===== config.mk =====
export PLATFORM = sky130hd
export DESIGN_NAME = rpf_sqrt
export DESIGN_NICKNAME = d
export VERILOG_FILES = /design/src/rpf_pkg.sv /design/src/rpf_sqrt.sv
export SDC_FILE = /design/constraint.sdc
export NUM_CORES = 2
export LEC_CHECK = 0
export BUFFER_PORTS_ARGS = -buffer_cell sky130_fd_sc_hd__buf_4
export CORE_UTILIZATION = 35
export CTS_BUF_LIST = sky130_fd_sc_hd__clkbuf_2 sky130_fd_sc_hd__clkbuf_4 sky130_fd_sc_hd__clkbuf_8
export DETAILED_ROUTE_END_ITERATION = 12
export PLACE_DENSITY = 0.48
export SYNTH_ARGS = -nofsm -noshare
export SYNTH_HDL_FRONTEND = slang
export SYNTH_SLANG_ARGS = --single-unit

===== constraint.sdc =====
create_clock -name clk -period 24.1 [get_ports clk]
set_input_delay 1.205 -clock clk [delete_from_list [all_inputs] [get_ports clk]]
set_output_delay 1.205 -clock clk [all_outputs]
set_load 0.1 [all_outputs]

===== src/rpf_pkg.sv =====
// ----------------------------------------------------------------------------
// rpf_pkg
// Shared widths, constants and types for the repulsive pair force pipeline.
// ----------------------------------------------------------------------------
package rpf_pkg;

	localparam int WORD_BITS = 32;
	localparam int FRAC_BITS = 16;
	localparam int TYPE_BITS = 8;
	localparam int INT_FRAC  = 32;
	localparam int MAG_BITS  = 64;

	// clamp value, acts as infinity
	localparam logic [MAG_BITS-1:0] BIG = MAG_BITS'(1) << (MAG_BITS - 2);

	localparam logic [TYPE_BITS-1:0] TYPE_LJ = TYPE_BITS'(1);

	// 2^(-1/3) in 21 fractional bits
	localparam int                  SIGMA_SH = 21;
	localparam logic [SIGMA_SH-1:0] SIGMA_K  = SIGMA_SH'(1664510);

	localparam int RAD_BITS  = WORD_BITS + 2 * INT_FRAC - FRAC_BITS;
	localparam int ROOT_BITS = (RAD_BITS + 1) / 2;
	localparam int DEN_BITS  = (ROOT_BITS > WORD_BITS) ? ROOT_BITS : WORD_BITS;
	localparam int NUM_BITS  = MAG_BITS + INT_FRAC;

	localparam int STAGES     = 8;
	localparam int DIV_STEPS  = (MAG_BITS + STAGES - 1) / STAGES;
	localparam int SQRT_STEPS = (ROOT_BITS + STAGES - 1) / STAGES;
	localparam int UNIT_LAT   = STAGES + 1;
	localparam int MUL_LAT    = 3;

	typedef logic [MAG_BITS-1:0]         mag_t;
	typedef logic [ROOT_BITS-1:0]        root_t;
	typedef logic [DEN_BITS-1:0]         den_t;
	typedef logic [WORD_BITS-1:0]        word_t;
	typedef logic signed [WORD_BITS-1:0] sword_t;

	// fixed point shift applied after a product or before a quotient
	typedef enum logic {
		SH_FRAC = 1'b0,
		SH_INT  = 1'b1
	} shift_t;

endpackage


===== src/rpf_sqrt.sv =====
// ----------------------------------------------------------------------------
// rpf_sqrt
// Pipelined digit by digit square root of a word scaled into the internal
// fraction format; one setup stage, then a few root bits per stage.
// ----------------------------------------------------------------------------
module rpf_sqrt import rpf_pkg::*; (
	input  logic  clk,
	input  logic  en,
	input  word_t x,
	output root_t root
);

	localparam int RAD_W    = 2 * ROOT_BITS;
	localparam int REM_BITS = ROOT_BITS + 2;

	logic [RAD_W-1:0]    rad_q  [STAGES+1];
	logic [REM_BITS-1:0] rem_q  [STAGES+1];
	root_t               root_q [STAGES+1];

	logic [RAD_W-1:0]    rad_d  [STAGES];
	logic [REM_BITS-1:0] rem_d  [STAGES];
	root_t               root_d [STAGES];

	always_comb begin
		logic [RAD_W-1:0]    rd;
		logic [REM_BITS-1:0] rm;
		logic [REM_BITS-1:0] trial;
		root_t               rt;
		for (int st = 0; st < STAGES; st++) begin
			rd = rad_q[st];
			rm = rem_q[st];
			rt = root_q[st];
			for (int j = 0; j < SQRT_STEPS; j++) begin
				if (st * SQRT_STEPS + j < ROOT_BITS) begin
					rm    = {rm[REM_BITS-3:0], rd[RAD_W-1 -: 2]};
					rd    = rd << 2;
					trial = {rt, 2'b01};
					if (rm >= trial) begin
						rm = rm - trial;
						rt = {rt[ROOT_BITS-2:0], 1'b1};
					end else begin
						rt = {rt[ROOT_BITS-2:0], 1'b0};
					end
				end
			end
			rad_d[st]  = rd;
			rem_d[st]  = rm;
			root_d[st] = rt;
		end
	end

	always_ff @(posedge clk) begin
		if (en) begin
			rad_q[0]  <= RAD_W'(x) << (2 * INT_FRAC - FRAC_BITS);
			rem_q[0]  <= '0;
			root_q[0] <= '0;
			for (int st = 0; st < STAGES; st++) begin
				rad_q[st+1]  <= rad_d[st];
				rem_q[st+1]  <= rem_d[st];
				root_q[st+1] <= root_d[st];
			end
		end
	end

	assign root = root_q[STAGES];

endmodule


# --- Word level (Yosys, flattened, before mapping) ---
# Memories as Yosys holds them, arrays and structs flattened.
# Cells that the tools add are included.
word_totals:
  elab_cells: 165
  mem_bits_rw: 1368
  register_bits: 0
  inputBits: 34
  n_memories: 3
  out_inout_bits: 40
mem_list:
  columns: ["name", "words", "word_bits", "read_ports", "rd_clocked_by_memory_dff", "wr", "line", "source"]
  rows:
  - ["rad_q", 9, 70, 8, 0, 9, "rpf_sqrt.sv:16", "logic [RAD_W-1:0] rad_q [STAGES+1];"]
  - ["rem_q", 9, 42, 8, 0, 9, "rpf_sqrt.sv:17", "logic [REM_BITS-1:0] rem_q [STAGES+1];"]
  - ["root_q", 9, 40, 9, 0, 9, "rpf_sqrt.sv:18", "root_t root_q [STAGES+1];"]
op_classes:
  magnitude_cmp: 40
  n_mux: 82
  addsub: 40
ops:
  columns: ["op", "n"]
  rows:
  - ["42-bit greater-or-equal comparator", 40]
  - ["40-bit 2-to-1 mux", 32]
  - ["40-bit subtractor", 32]
  - ["42-bit 2-to-1 mux", 8]
  - ["42-bit subtractor", 8]
  - ["1-bit 2-to-1 mux", 42]

# --- Logic depth before layout (Yosys ltp) ---
# An unclocked memory read counts as a cell.
logic_depth:
  word_depth: 11
  ltp_mapped: 104
  ltp_nobuf: 93

# --- Worst setup path before layout ---
# OpenSTA, ideal clock, no wires.
synth_timing:
  path_type: "register -> register"
  start: "mem root_q[0][160] in the netlist's numbering"
  end: "mem rem_q[0][243] in the netlist's numbering (data pin)"
  stages_incl_launch_ff: 104
  arrival_ns: 20.023
  synth_period_minus_slack_ns: 20.291
  path_slack_ns: 3.809
  n_path_buf: 13
  setup_ns: 0.269
  required_ns: 23.831
  path_cell_list: "edfxtp_1 > inv_1 > ha_1 > inv_1 > fa_1 > nor2b_1 > o21a_1 > o21a_1 > o21ai_1 > and3_1 > o21ai_1 > a21oi_1 > nand2_1 > inv_2 > buf_2 > buf_1 > clkbuf_1 > clkbuf_1 > [68 not listed] > a21oi_1 > o21bai_1 > a21oi_1 > o21bai_1 > a21oi_1 > nor2_1 > o21a_1 > o311ai_0 > a31oi_1 > a31oi_1 > nor2b_1 > o21ai_0 > or3_1 > or4b_1 > nor4_2 > nor2_1 > a32oi_1 > xnor2_1"
synth_lines:
  columns: ["element", "line"]
  rows:
  - ["from (decl)", "rpf_sqrt.sv:18"]
  - ["to (decl)", "rpf_sqrt.sv:17"]

==> qor.txt <==
outcome: complete, no violations
Initial Util: 35.24%
crit share post-route: 93.50%
hpwl dp: 222.6 mm
Post-synth EDFFs: 524
Wirelength per Cell: 21.69 um
Worst Skew: 0.09695 ns
Layout fillers: 22.45k
post-synthesis sequential area ratio: 20.54%
# hold bufs at CTS: 0
first drt pass iteration count: 6
Async S/R FF share, synth: 0%
core box area: 217,400 um2
Synth Warn #: 0
slew margin rel.: 12.00%
crit-path max cell delay: 0.81 ns
Die Ht: 469.8 um
root buffer cell: clkbuf_8
Final #Nets: 10.62k
RSZ-0062 raised after global routing: no
CP max-delay cell: o31ai_1
CTS H-tree lvls: 3
setup violators final: 0
worst path required time: 24.69 ns
Seq cells post-synth: 524
Rows: 171
max_cap viols: 0
Die Area: 220,800 um2
first-pass GRT wire length: 419.1 mm
synth unique cells: 124
post-cts resize count: 0
most frequent cell on the critical path: a21oi_1
PortBufs: 73
Tmin final: 22.53 ns
area occupied by multi-input gates: 58,080 um2
fin. max-slew vios: 0
Initial DRC Count: 5,483
FF+latch area: 15,740 um2
TritonCTS clock tree: yes
syn avg cell area: 7.820 um2
clk_lat worst skew: 0.94 ns
num ports: 74
total grt overflow: 0
initial antenna violation count: 5
post-CTS setup buffer count: 0
cell count after synthesis: 9,796
GPL Wtd Cong: 0.9297
vias: 73.97k
dominant synthesized flop cell: edfxtp_1
Worst Path Arrival: 23.12 ns
CP Launch Type: flip-flop
Slew @ Worst Pin: 1.308 ns
area of the mapped netlist: 76,610 um2
Worst Hold Class: reg -> reg
# DRC: 0
CTS Buf Count: 106
GRT Total Usage: 24.00%
largest net degree at the start of global routing: 77
vias in the first global route: 71.00k
DIE WIDTH: 469.8 um
Reg clk slew, reported paths: 0.06 ns
clock buffer depth: 3
vias per cell: 5.814
clock sink count: 524
Highest Clock Rate: 0.04438 GHz
Routed WL: 276.0 mm
CP Class: reg -> reg
critical-path maximum fanout: 58
area grow syn2layout: 7.978%
Hold Fails Final Rpt: 0
setup_tns: 0 ns
share of layout cells above drive strength 1: 6.904%
Setup crit end kind: flip-flop
Final ANT Viol Nets: 0
sequential cells by signal, summed over array words and instances (netlist names):
signal / cells
rem_q: 276
root_q: 180
rad_q: 68
routing by layer:
layer,GRT usage [%],wire length [um],vias up
li1,-,-,36390
met1,30.50,122700,35400
met2,42.59,134300,1771
met3,2.156,10300,402
met4,7.271,8628,0
met5,0,0,-
layout by cell type, fill, tap and decap left out, types with 105 or more instances in the layout:
master	netlist	final
nand4_1	129	129
nand2_1	874	871
nor2b_1	123	123
o21a_1	135	135
inv_1	445	445
a21oi_1	954	954
a211oi_1	106	105
xnor2_1	642	642
a21o_1	313	313
a31oi_1	109	109
nor3_1	301	299
edfxtp_1	524	524
mux2_2	142	142
o21ai_0	568	568
nand2b_1	152	152
or3_1	123	122
o21bai_1	115	115
nand3_1	252	250
o31ai_1	106	106
xor2_1	345	345
nor2_1	950	948
clkbuf_8	0	106
buf_4	11	144
ha_1	807	807
per-stage QoR:
stage,instance area (um2),hold slack (ns),utilization (%),setup slack [ns],instances
2_1_floorplan,76610,0.4003,-,3.809,9797
3_3_place_gp,80190,0.4003,36.89,1.188,12520
3_5_place_dp,80190,0.4056,36.89,1.275,12520
4_1_cts,82680,0.3373,38.03,1.116,12720
5_1_grt,82720,0.3689,38.05,0.1000,12720
6_report,82720,0.4123,38.05,1.567,12720
logic make-up after synthesis:
group | synth area share [%]
simple gates | 23.44
compound gates | 24.78
xor+xnor | 11.35
fa+ha+maj | 13.39
buf+inv | 3.783
flops | 20.54
mux | 2.714
other cells | 0.004895
cell type report:
cell class              instances  share of cell area [%]
multi-input cells            8535                   70.21
flip-flops and latches        524                   19.02
well taps                    2854                   4.317
inverters                     463                   2.104
clock buffers                 125                   1.936
repair buffers                145                   1.325
clock inverters                72                   1.072
diodes                          5                 0.01513
worst max-delay path, delay by kind of cell, from the launching register on:
kind | cells | cell delay, ns
AOI/OAI and AO/OA | 50 | 12.39
and+or+nand+nor | 21 | 4.37
buffers and inverters | 8 | 2.25
adders and majority gates | 7 | 2.20
DFF | 1 | 0.49
muxes | 1 | 0.42
Yosys cell counts, drive strengths merged (38+ instances only):
cell    count  share of area, %
and3      102              0.83
and2       86              0.70
nor4      114               1.1
nor2      952               4.7
or4        54              0.53
ha        807                13
nor3      309               2.1
o21bai    115               1.1
o31ai     109               1.1
inv       455               2.2
xnor2     644               7.4
o211ai     54              0.55
nand2     878               4.3
o21ai     600               3.9
clkbuf    186              0.91
xor2      346               4.0
a21o      313               3.1
or3       124               1.0
nor2b     123               1.0
nand4     132               1.1
mux2      150               2.2
nand2b    152               1.2
nand3     256               1.7
buf        89              0.60
or2        80              0.65
a211oi    107               1.1
a211o      39              0.45
nand3b     38              0.37
mux2i      39              0.51
edfxtp    524                21
a31oi     109              0.89
a21oi     956               6.3
o21a      136               1.3
final timing paths:
check            startpoint             end  slack [ns]  depth (start not counted)
min           rad_q[0][119]   rad_q[0][199]        0.41                          0
min reg2reg   rad_q[0][119]   rad_q[0][199]        0.41                          0
max reg2reg  root_q[0][280]  root_q[0][320]        1.57                         87
max          root_q[0][280]  root_q[0][320]        1.57                         87
Power is not shown: default switching activity piles up to over one toggle a cycle in this logic, so the estimate is an artifact.
